[src/rtl/core/gww_pkg.sv]
// Package for the greedy word wrap block: text constants, payload structs,
// cell control struct, sequencer states and small character helpers. No dependencies.
package gww_pkg;

	// Character codes
	localparam logic [7:0] CH_SPACE   = 8'd32;
	localparam logic [7:0] CH_NEWLINE = 8'd10;

	// Width of the wrap width register
	localparam int CFG_W = 6;

	// Input request payload
	typedef struct packed {
		logic [7:0] in_char;
		logic       in_end;
	} gww_in_t;

	// Output request payload
	typedef struct packed {
		logic [7:0] out_char;
		logic       out_last;
	} gww_out_t;

	// Per-cell control: shift toward cell 0, or load the incoming byte
	typedef struct packed {
		logic shift;
		logic load;
	} gww_cell_ctrl_t;

	// Sequencer states
	typedef enum logic [2:0] {
		ST_IDLE,
		ST_HEAD,
		ST_FIND1,
		ST_FIND2,
		ST_BREAK,
		ST_FLUSH,
		ST_TAIL,
		ST_DONE
	} gww_state_t;

	// Space or newline ends a long word
	function automatic logic is_break(input logic [7:0] c);
		return (c == CH_SPACE) || (c == CH_NEWLINE);
	endfunction

	// Byte emitted for a character while a long word passes through
	function automatic logic [7:0] pass_char(input logic [7:0] c);
		return is_break(c) ? CH_NEWLINE : c;
	endfunction

endpackage

[src/rtl/core/greedy_word_wrap.sv]
// Greedy word wrap top level: input/output registers, sequencer, cell chain.
// Depends on gww_pkg, gww_cell and gww_find.
//
// Text enters one byte per request and is reflowed to wrap_width columns
// (0 passes text through; widths above MAX_WIDTH act as MAX_WIDTH). The current
// line lives in a chain of MAX_WIDTH byte cells; bytes leave from cell 0 as the
// chain shifts, so the block emits at most one byte per cycle. A byte that is
// only stored, or that passes straight through, is finished in the head state
// when no earlier byte is pending. A byte that arrives at a full line starts a
// break: a space search through the states FIND1 and FIND2, then the line up to
// the last space and a newline are emitted, repeated while the line stays full.
// A newline or a final byte makes the block flush every held byte.
// The last output of each input request that emits a byte carries out_last.
// wrap_width may only be written while no request is in flight.
module greedy_word_wrap #(
	parameter int MAX_WIDTH = 32
) (
	input  logic                          clk,
	input  logic                          arst_n,
	input  logic                          wrap_valid,
	output logic                          wrap_ready,
	input  logic [gww_pkg::CFG_W-1:0]     wrap_width,
	input  logic                          in_valid,
	output logic                          in_stall,
	input  gww_pkg::gww_in_t              in_data,
	output logic                          out_valid,
	input  logic                          out_stall,
	output gww_pkg::gww_out_t             out_data
);
	import gww_pkg::*;

	localparam int FW = $clog2(MAX_WIDTH + 1);

	// Configuration and request registers
	logic [CFG_W-1:0] width_q;
	gww_in_t          item_q;
	gww_state_t       state_q, state_d;
	logic [FW-1:0]    fill_q, fill_d;
	logic [FW-1:0]    cnt_q, cnt_d;
	logic             long_q, long_d;
	logic             tail_v_q, tail_v_d;
	logic [7:0]       tail_q, tail_d;
	logic             pe_v_q;
	logic [7:0]       pe_q;
	logic             out_valid_q;
	gww_out_t         out_q;

	// Sequencer controls
	logic             shift, append, prod, direct, push_last, done, in_acc;
	logic [7:0]       prod_char, direct_char;
	logic             out_free, prod_ok, take;
	logic [FW-1:0]    ew;
	logic [7:0]       c;
	logic             fin;

	// Cell chain and search
	gww_cell_ctrl_t   cell_ctrl [MAX_WIDTH];
	logic [7:0]       cell_data [MAX_WIDTH];
	logic [7:0]       cell_nbr  [MAX_WIDTH];
	logic [MAX_WIDTH-1:0] cell_sp;
	logic [MAX_WIDTH-1:0] sp_mask;
	logic             found_s2;
	logic [FW-1:0]    pos_s2;

	assign ew = (width_q > CFG_W'(MAX_WIDTH)) ? FW'(MAX_WIDTH) : FW'(width_q);
	assign c   = item_q.in_char;
	assign fin = item_q.in_end;

	assign out_free = !out_valid_q || !out_stall;
	assign prod_ok  = !pe_v_q || out_free;
	assign take     = pe_v_q || out_free;

	// Line buffer cells
	for (genvar i = 0; i < MAX_WIDTH; i++) begin : g_cell
		if (i == MAX_WIDTH - 1) begin : g_end
			assign cell_nbr[i] = 8'h00;
		end else begin : g_mid
			assign cell_nbr[i] = cell_data[i+1];
		end
		assign cell_ctrl[i] = '{shift: shift, load: append && (fill_q == FW'(i))};
		assign sp_mask[i]   = cell_sp[i] && (FW'(i) < ew);

		gww_cell u_cell (
			.clk      (clk),
			.ctrl     (cell_ctrl[i]),
			.nbr      (cell_nbr[i]),
			.wdata    (c),
			.data     (cell_data[i]),
			.is_space (cell_sp[i])
		);
	end

	gww_find #(.N(MAX_WIDTH)) u_find (
		.clk      (clk),
		.mask     (sp_mask),
		.found_s2 (found_s2),
		.pos_s2   (pos_s2)
	);

	// Next state and per-cycle controls
	always_comb begin
		state_d     = state_q;
		fill_d      = fill_q;
		cnt_d       = cnt_q;
		long_d      = long_q;
		tail_v_d    = tail_v_q;
		tail_d      = tail_q;
		shift       = 1'b0;
		append      = 1'b0;
		prod        = 1'b0;
		prod_char   = '0;
		direct      = 1'b0;
		direct_char = '0;
		push_last   = 1'b0;
		done        = 1'b0;

		case (state_q)
			ST_IDLE: begin
			end
			ST_HEAD: begin
				if (ew == '0) begin
					// pass-through: drain held line, then the byte itself
					if (fill_q != '0) begin
						long_d   = 1'b0;
						tail_v_d = 1'b1;
						tail_d   = c;
						state_d  = ST_FLUSH;
					end else if (take) begin
						long_d      = 1'b0;
						direct      = !pe_v_q;
						direct_char = c;
						done        = !pe_v_q;
						tail_v_d    = 1'b1;
						tail_d      = c;
						if (pe_v_q) begin
							state_d = ST_TAIL;
						end
					end
				end else if (long_q) begin
					// long word passing through
					if (take) begin
						long_d      = !is_break(c) && !fin;
						direct      = !pe_v_q;
						direct_char = pass_char(c);
						done        = !pe_v_q;
						tail_v_d    = 1'b1;
						tail_d      = pass_char(c);
						if (pe_v_q) begin
							state_d = ST_TAIL;
						end
					end
				end else if (fill_q >= ew) begin
					state_d = ST_FIND1;
				end else if (c == CH_NEWLINE) begin
					if (fill_q != '0) begin
						tail_v_d = 1'b1;
						tail_d   = CH_NEWLINE;
						state_d  = ST_FLUSH;
					end else if (take) begin
						direct      = !pe_v_q;
						direct_char = CH_NEWLINE;
						done        = !pe_v_q;
						tail_v_d    = 1'b1;
						tail_d      = CH_NEWLINE;
						if (pe_v_q) begin
							state_d = ST_TAIL;
						end
					end
				end else begin
					// store the byte at the end of the line
					append = 1'b1;
					fill_d = fill_q + 1'b1;
					if (fin) begin
						tail_v_d = 1'b0;
						state_d  = ST_FLUSH;
					end else if (pe_v_q) begin
						state_d = ST_DONE;
					end else begin
						done = 1'b1;
					end
				end
			end
			ST_FIND1: begin
				state_d = ST_FIND2;
			end
			ST_FIND2: begin
				if (found_s2) begin
					cnt_d   = pos_s2;
					state_d = ST_BREAK;
				end else begin
					// no space in the line: emit it, then the byte, and start long-word mode unless the byte ends the word or the text
					long_d   = !is_break(c) && !fin;
					tail_v_d = 1'b1;
					tail_d   = pass_char(c);
					state_d  = ST_FLUSH;
				end
			end
			ST_BREAK: begin
				if (prod_ok) begin
					prod   = 1'b1;
					shift  = 1'b1;
					fill_d = fill_q - 1'b1;
					if (cnt_q != '0) begin
						prod_char = cell_data[0];
						cnt_d     = cnt_q - 1'b1;
					end else begin
						prod_char = CH_NEWLINE;
						state_d   = ST_HEAD;
					end
				end
			end
			ST_FLUSH: begin
				if (prod_ok) begin
					prod      = 1'b1;
					prod_char = cell_data[0];
					shift     = 1'b1;
					fill_d    = fill_q - 1'b1;
					if (fill_q == FW'(1)) begin
						state_d = tail_v_q ? ST_TAIL : ST_DONE;
					end
				end
			end
			ST_TAIL: begin
				if (prod_ok) begin
					prod      = 1'b1;
					prod_char = tail_q;
					state_d   = ST_DONE;
				end
			end
			ST_DONE: begin
				if (!pe_v_q) begin
					done = 1'b1;
				end else if (out_free) begin
					push_last = 1'b1;
					done      = 1'b1;
				end
			end
			default: begin
				state_d = ST_IDLE;
			end
		endcase

		in_stall = (state_q != ST_IDLE) && !done;
		in_acc   = in_valid && !in_stall;
		if (in_acc) begin
			state_d = ST_HEAD;
		end else if (done) begin
			state_d = ST_IDLE;
		end
	end

	// Control registers
	always_ff @(posedge clk or negedge arst_n) begin
		if (!arst_n) begin
			width_q     <= CFG_W'(32);
			state_q     <= ST_IDLE;
			fill_q      <= '0;
			cnt_q       <= '0;
			long_q      <= 1'b0;
			tail_v_q    <= 1'b0;
			pe_v_q      <= 1'b0;
			out_valid_q <= 1'b0;
		end else begin
			if (wrap_valid) begin
				width_q <= wrap_width;
			end
			state_q  <= state_d;
			fill_q   <= fill_d;
			cnt_q    <= cnt_d;
			long_q   <= long_d;
			tail_v_q <= tail_v_d;
			if (prod) begin
				pe_v_q <= 1'b1;
			end else if (push_last) begin
				pe_v_q <= 1'b0;
			end
			if (direct || (prod && pe_v_q) || push_last) begin
				out_valid_q <= 1'b1;
			end else if (!out_stall) begin
				out_valid_q <= 1'b0;
			end
		end
	end

	// Payload registers
	always_ff @(posedge clk) begin
		if (in_acc) begin
			item_q <= in_data;
		end
		tail_q <= tail_d;
		if (prod) begin
			pe_q <= prod_char;
		end
		if (direct) begin
			out_q <= '{out_char: direct_char, out_last: 1'b1};
		end else if (prod && pe_v_q) begin
			out_q <= '{out_char: pe_q, out_last: 1'b0};
		end else if (push_last) begin
			out_q <= '{out_char: pe_q, out_last: 1'b1};
		end
	end

	assign wrap_ready = 1'b1;
	assign out_valid  = out_valid_q;
	assign out_data   = out_q;

	// Checks
	a_fill_range: assert property (@(posedge clk) disable iff (!arst_n)
		fill_q <= FW'(MAX_WIDTH))
		else $error("line fill above buffer depth");

	// the line may still be draining while long-word mode is already set
	a_long_empty: assert property (@(posedge clk) disable iff (!arst_n)
		(long_q && (state_q == ST_HEAD)) |-> (fill_q == '0))
		else $error("long-word mode with bytes held");

	a_idle_no_pending: assert property (@(posedge clk) disable iff (!arst_n)
		(state_q == ST_IDLE) |-> !pe_v_q)
		else $error("pending byte left after request finished");

	a_break_inside: assert property (@(posedge clk) disable iff (!arst_n)
		(state_q == ST_BREAK) |-> (cnt_q < fill_q))
		else $error("break point beyond held line");

endmodule

[src/rtl/core/gww_cell.sv]
// One byte cell of the line buffer chain.
// Depends on gww_pkg for the cell control struct and the space code.
module gww_cell (
	input  logic                    clk,
	input  gww_pkg::gww_cell_ctrl_t ctrl,
	input  logic [7:0]              nbr,
	input  logic [7:0]              wdata,
	output logic [7:0]              data,
	output logic                    is_space
);
	import gww_pkg::*;

	logic [7:0] data_q;

	// Shift from the right-hand neighbor, or take the appended byte
	always_ff @(posedge clk) begin
		if (ctrl.shift) begin
			data_q <= nbr;
		end else if (ctrl.load) begin
			data_q <= wdata;
		end
	end

	assign data     = data_q;
	assign is_space = (data_q == CH_SPACE);

endmodule

[src/rtl/core/gww_find.sv]
// Two-stage registered search for the highest set bit of the space mask.
// Self-contained; groups of eight cells are reduced first, then the groups.
module gww_find #(
	parameter int N = 32
) (
	input  logic                     clk,
	input  logic [N-1:0]             mask,
	output logic                     found_s2,
	output logic [$clog2(N+1)-1:0]   pos_s2
);
	localparam int NG   = (N + 7) / 8;
	localparam int GW   = (NG > 1) ? $clog2(NG) : 1;
	localparam int FW   = $clog2(N + 1);
	localparam int PADW = NG * 8;

	logic [PADW-1:0] mask_pad;
	logic [NG-1:0]   any_s1;
	logic [2:0]      idx_s1 [NG];
	logic            found_c;
	logic [GW+2:0]   pos_c;

	// Highest set bit within one group of eight
	function automatic logic [2:0] last8(input logic [7:0] m);
		logic [2:0] r;
		r = '0;
		for (int i = 0; i < 8; i++) begin
			if (m[i]) begin
				r = 3'(i);
			end
		end
		return r;
	endfunction

	assign mask_pad = PADW'(mask);

	// Stage 1: per-group reduction
	always_ff @(posedge clk) begin
		for (int g = 0; g < NG; g++) begin
			any_s1[g] <= |mask_pad[g*8 +: 8];
			idx_s1[g] <= last8(mask_pad[g*8 +: 8]);
		end
	end

	// Stage 2: highest group with a hit
	always_comb begin
		found_c = |any_s1;
		pos_c   = '0;
		for (int g = 0; g < NG; g++) begin
			if (any_s1[g]) begin
				pos_c = {GW'(g), idx_s1[g]};
			end
		end
	end

	always_ff @(posedge clk) begin
		found_s2 <= found_c;
		pos_s2   <= FW'(pos_c);
	end

endmodule

[config.mk]
export PLATFORM = sky130hd
export DESIGN_NAME = greedy_word_wrap
export DESIGN_NICKNAME = d
export VERILOG_FILES = /design/src/rtl/core/gww_pkg.sv /design/src/rtl/core/greedy_word_wrap.sv /design/src/rtl/core/gww_cell.sv /design/src/rtl/core/gww_find.sv
export SDC_FILE = /design/constraint.sdc
export NUM_CORES = 1
export LEC_CHECK = 0
export BUFFER_PORTS_ARGS = -buffer_cell sky130_fd_sc_hd__buf_2
export CORE_ASPECT_RATIO = 0.9
export CORE_MARGIN = 10
export CORE_UTILIZATION = 40
export CTS_CLUSTER_DIAMETER = 100
export DETAILED_ROUTE_END_ITERATION = 8
export GPL_TIMING_DRIVEN = 0
export HOLD_SLACK_MARGIN = 0.03
export PLACE_DENSITY_LB_ADDON = 0.3
export SETUP_SLACK_MARGIN = 0.3
export SLEW_MARGIN = 10
export SYNTH_ARGS = -nofsm -noshare
export SYNTH_HDL_FRONTEND = slang
export SYNTH_SLANG_ARGS = --single-unit
[constraint.sdc]
create_clock -name clk -period 6.05 [get_ports clk]
set_input_delay 0.9075 -clock clk [delete_from_list [all_inputs] [get_ports clk]]
set_output_delay 0.9075 -clock clk [all_outputs]
set_load 0.02 [all_outputs]
# Yosys cells after proc, flatten, opt, wreduce, memory -nomap -nowiden
# Memories as Yosys holds them, arrays and structs flattened.
# Cells that the tools add are included.
# Widths: inputs -> output; s select.
[totals]
register_bits = 325
latch_bits = 0
mem_bits_rw = 12
rom_bits = 0
in_bits = 20
output_inout_bits = 12
word_cells = 521
mem_count = 1
[op_classes]
n_addsub = 3
n_mul = 0
div_mod_pow = 0
order_cmp = 34
n_eq_ne = 94
shifts = 0
mux = 200
bitwise_logic = 0
reduce_logical = 138
[mem_list]
columns = ["name", "depth", "word_bits", "read_ports", "rd_ports_with_merged_regs", "wr", "line", "source"]
rows = [
  ["u_find.idx_s1", 4, 3, 4, 0, 4, "gww_find.sv:18", "logic [2:0] idx_s1 [NG];"],
]
[op_table]
columns = ["op", "count"]
rows = [
  ["$mux 8", 83],
  ["$eq 8x6->1 const B", 33],
  ["$mux 3", 36],
  ["$eq 6x5->1 const B", 16],
  ["$lt 5x6->1 const A", 16],
  ["$reduce_bool 2->1", 36],
  ["$logic_and 1x1->1", 68],
  ["$mux 6", 9],
  ["$mux 1", 49],
  ["$eq 6x4->1 const B", 8],
  ["$lt 4x6->1 const A", 8],
  ["$ne 4x4->1 const B", 9],
  ["$reduce_or 8->1", 4],
  ["$mux 9", 3],
  ["$eq 6x3->1 const B", 4],
  ["$lt 3x6->1 const A", 4],
  ["$mux 4", 6],
  ["$pmux 6 s2", 2],
  ["$pmux 8 s3", 1],
  ["$pmux 3 s6", 1],
  ["$pmux 8 s2", 1],
  ["$ne 2x2->1 const B", 7],
  ["$eq 3x3->1 const B", 4],
  ["$eq 6x2->1 const B", 2],
  ["other kinds (29)", 59],
]

# Logic depth before layout (Yosys ltp)
[logic_depth]
word_depth = 16
mapped_depth = 11
depth_no_buf = 9

# Cells and area by module
# From an unflattened synthesis, not the netlist that was laid out.
[unflattened]
cells_unflattened = 1220
area_unflattened_um2 = 17500.5
[by_module_without_submodules]
columns = ["module", "n_inst", "cells_each", "area_per_inst_um2", "seq_area_each_um2"]
rows = [
  ["gww_cell", 32, 21, 397.9, 240.2],
  ["greedy_word_wrap", 1, 457, 3963.8, 1637.8],
  ["gww_find", 1, 91, 804.5, 440.4],
]

# Least setup slack after synthesis
# Ideal clock, no wire load.
[synth_path]
kind = "flip-flop to output port"
startpoint = "reg width_q[5]"
endpoint = "out in_stall"
arrival_time_ns = 2.849
required_time_ns = 5.142
setup_slack_ns = 2.293
path_stages_with_launch = 11
n_path_buf = 3
path_cell_list = "dfstp_2 -> buf_2 -> buf_1 -> nor2b_1 -> ha_1 -> nand2b_1 -> a31oi_1 -> o21ai_0 -> buf_2 -> a21oi_2 -> nor4_1"
[synth_via]
elab_chain_cells = 9
elab_cells_between_ends = 10
classes_between = "order compare (2); mux (5); reduce/logical (3)"
[synth_rtl]
columns = ["element", "line", "source"]
rows = [
  ["from (decl)", "greedy_word_wrap.sv:35", "logic [CFG_W-1:0] width_q;"],
  ["from (signal assigned)", "greedy_word_wrap.sv:265", "width_q <= wrap_width;"],
  ["$gt 6x6->1", "greedy_word_wrap.sv:65", "assign ew = (width_q > CFG_W'(MAX_WIDTH)) ? FW'(MAX_WIDTH) : FW'(width_q);"],
  ["$mux 6 (*)", "greedy_word_wrap.sv:65", ""],
  ["$ge 6x6->1", "greedy_word_wrap.sv:152", "end else if (fill_q >= ew) begin"],
  ["$mux 1", "greedy_word_wrap.sv:152", ""],
  ["$mux 1", "greedy_word_wrap.sv:139", "end else if (long_q) begin"],
  ["$mux 1 (*)", "greedy_word_wrap.sv:121", "if (ew == '0) begin"],
  ["$pmux 1 s2 (*)", "greedy_word_wrap.sv:117", "case (state_q)"],
  ["$logic_not 1->1 (*)", "greedy_word_wrap.sv:243", "in_stall = (state_q != ST_IDLE) && !done;"],
  ["$logic_and 1x1->1 (*)", "greedy_word_wrap.sv:243", ""],
  ["to (decl)", "greedy_word_wrap.sv:24", "output logic in_stall,"],
]
# Mark *: on every way between the ends. The rest lies on a longest branch, timed or not.

# Final worst setup path
# Ends and elaborated chain as after synthesis.

==> impl_results.md <==
- #FFs+latches synth: 337
- Register area: 9686 µm²
- RR Startpoint: width_q[5]
- Number of CTS-inserted buffers: 37
- Outcome: finished clean
- Most numerous cell in the Yosys netlist: edfxtp_1
- Ports: 32
- Core area: 37,300 µm²
- CP Launch Type: flip-flop
- Setup TNS: 0 ns
- Layout Nets: 1,310
- Clock Latency Late Sink: between 0.5 and 0.6 ns
- H-tree levels: 2
- Worst path required time: approximately 5.1 ns
- Worst min-delay path class: in2async
- Slew @ Worst Pin: approximately 1.2 ns
- CP dominant cell by count: buf_2
- RR Endpoint: g_cell[11].u_cell.data[7]
- Die H: a little over 200 µm
- LEAKAGE: 7.126 nW
- Post-synthesis cell area: 15,160 µm²
- Clock root cell: clkbuf_16
- Top FF cell, synth: edfxtp_1
- Pre-antenna DRT Iters: 6
- Fraction of registers with async set/reset: 7.418%
- Register area share after synthesis: 63.89%
- Max clock buf depth: 3
- Power Total: 10.78 mW
- Reg2reg path depth: 11
- Fmax: 196.1 MHz
- Gr ovfl total: 0
- Final hold violation count: 0
- Rows: 67
- RSZ-0062 raised after global routing: no
- Clock Skew: 0.01627 ns
- Fill cell count: roughly 3,400
- Vias in the first global route: 10,610
- Buffer count from post-CTS setup fixing: 0
- Largest net degree at the start of global routing: 26
- Most frequent cells after synthesis: 281 x edfxtp_1, 254 x a21o_1, 77 x clkbuf_1
- Final Critical Period: 5.098 ns
- Clk sinks: 337
- Yosys top cell by area: edfxtp_1
- Effective utilization at floorplan: 40.64%
- Layout area overhead: 13.08%
- Max-Cap Viols: 0
- Area of the multi-input gates: 5059 µm²
- Critical path class: reg2out
- Die Span X: 225.2 µm
- P per Cell Area: 628.7 nW/µm²
- Critical path fanouts, max: 10
- Post_cts resized: 0
- Slew Viols, Final: 0
- Syn nets: 1,241
- Vias/cell: 6.007
- Residual DRC count: 0
- DR vias: 10,750
- Hold_buf cts: 0
- Remaining antenna violation count: 0
- Total global-route track usage: ~20%
- Clock slew seen by the registers of the worst setup and hold paths: around 0.060 ns
- Initial antenna violation count: 1
- Sequence of cells on the critical path: buf_2 -> buf_1 -> nor2b_1 -> ha_1 -> nand2b_1 -> a31oi_1 -> o21ai_0 -> buf_2 -> a21oi_2 -> nor4_1 -> buf_2
- Final period util: between 80% and 90%
- Avg Cell Area, Syn: 12.55 µm²
- Global-route wire length before repair: 67,670 µm
- Syn Inst Count: about 1,200
- DIE AREA: 46,100 µm²
- Critical Path Slowest Stage Cell: buf_1
- Layout cells sized above 1: ~9.0%
- Top-area cell type share of the netlist area: 55.66%
- # setup viols final: 0
- Worst slew margin: 17.93%
- CTS tree: yes
- Crit. End Element: primary output
- Post-detail-place hpwl: 33,310 µm
- Worst path max stage delay: 0.68 ns
- EDFF count, synth: 281
- Placer Congestion: 0.9662
- Peak supply drop: between 0.2 and 0.3 mV
- CP arrival: roughly 4.2 ns
- Routed wire length: 45,740 µm
- Top post-synthesis cells by area: edfxtp_1 56%, a21o_1 13%, dfxtp_1 4.1%
- Yosys warns: 0
- Initial DRC Count: 1,414
- Library cells used by synthesis: 70
- Port buffer count: 29
- R2r setup slk: 1.41 ns
- Avg WL per Cell: 25.55 µm
-- state kept, by name (all words and copies together) (netlist names), 3 cells and up --
name                cells
u_find.any_s1           4
g_cell.u_cell.data    256
u_find.pos_s2           5
c                       8
u_find.idx_s1          12
tail_q                  8
fill_q                  6
state_q                 3
out_data                9
pe_q                    8
width_q                 6
cnt_q                   6
-- through the flow --
step | hold WS [ns] | utilization, % | instance area [µm²] | worst slack (ns) | cells
5_1_grt | 0.4487 | 45.95 | 17140 | 0.7856 | 1789
6_report | 0.4089 | 45.96 | 17140 | 0.9518 | 1790
3_3_place_gp | 0.4185 | 42.65 | 15910 | 1.345 | 1720
2_1_floorplan | 0.4056 | - | 15160 | 2.293 | 1208
3_5_place_dp | 0.4161 | 42.68 | 15920 | 1.440 | 1721
4_1_cts | 0.4150 | 45.92 | 17130 | 1.091 | 1789
-- layout by cell type, fill, tap and decap left out, drive strengths merged, types with 3 or more instances in the layout --
master,synthesis,routed
a211oi,3,3
a21o,254,254
a21oi,33,33
a22o,7,7
a22oi,12,12
a31oi,4,4
and2,10,10
and3,4,4
buf,12,42
bufinv,0,3
clkbuf,77,129
clkinv,0,8
dfrtp,24,24
dfxtp,31,31
edfxtp,281,281
ha,13,13
inv,19,22
mux2,4,4
mux2i,9,9
nand2,66,66
nand2b,15,15
nand3,18,18
nand3b,3,3
nand4,6,6
nand4b,4,4
nor2,55,55
nor2b,14,14
nor3,15,15
nor4,35,35
nor4b,31,31
o211ai,4,4
o21ai,71,71
o22ai,5,5
o31ai,4,4
or2,7,7
or3,9,9
or4,8,8
xnor2,6,6
-- worst max-delay path: cells and delay by family (launching register included) --
kind / cells / cell delay, ns
buf+inv: 4 / 1.48
simple gates: 3 / 0.72
compound gates: 3 / 0.64
flops: 1 / 0.51
fa+ha+maj: 1 / 0.31
-- cell type report --
type                    instances  area share [%]
flip-flops and latches        337           56.50
clock buffers                  52           6.036
multi-input cells             763           29.51
inverters                      19          0.4160
clock inverters                16           1.014
well taps                     483           3.525
repair buffers                 30          0.8904
plain buffers                  89           2.102
diodes                          1         0.01460
-- power by group --
group | total [mW] | internal (mW) | switching (mW)
Combinational | 3.65 | 1.19 | 2.46
Clock | 2.26 | 1.33 | 0.930
Sequential | 4.87 | 4.19 | 0.673
Total | 10.8 | 6.72 | 4.06
-- logic make-up (layout without fill, tap and decap cells) --
group,Yosys count,after routing,synth area share (%)
AOI/OAI and AO/OA,425,425,19.71
DFF,337,337,63.89
and+or+nand+nor,304,304,11.17
buffers and inverters,108,206,2.847
adders and majority gates,13,13,1.073
muxes,13,13,0.8913
xor gates and xnor gates,7,7,0.4044
other,1,2,0.02473
-- worst max-delay path by stage --
stage / start / slack, ns / endpoint
2_1_floorplan: width_q[5] / 2.29 / in_stall
3_3_place_gp: width_q[5] / 1.35 / g_cell[6].u_cell.data[4]
3_5_place_dp: width_q[5] / 1.44 / g_cell[14].u_cell.data[7]
4_1_cts: width_q[5] / 1.09 / in_stall
5_1_grt: width_q[5] / 0.79 / in_stall
6_report: width_q[5] / 0.95 / in_stall
-- layer usage --
layer / routed length (µm) / track usage (%) / vias to the layer above
li1: - / - / 4750
met1: 20280 / 27.75 / 5345
met2: 19410 / 28.67 / 561
met3: 4550 / 5.361 / 96
met4: 1493 / 6.435 / 0
met5: 0 / 0 / -
(Power assumes the default switching activity.)
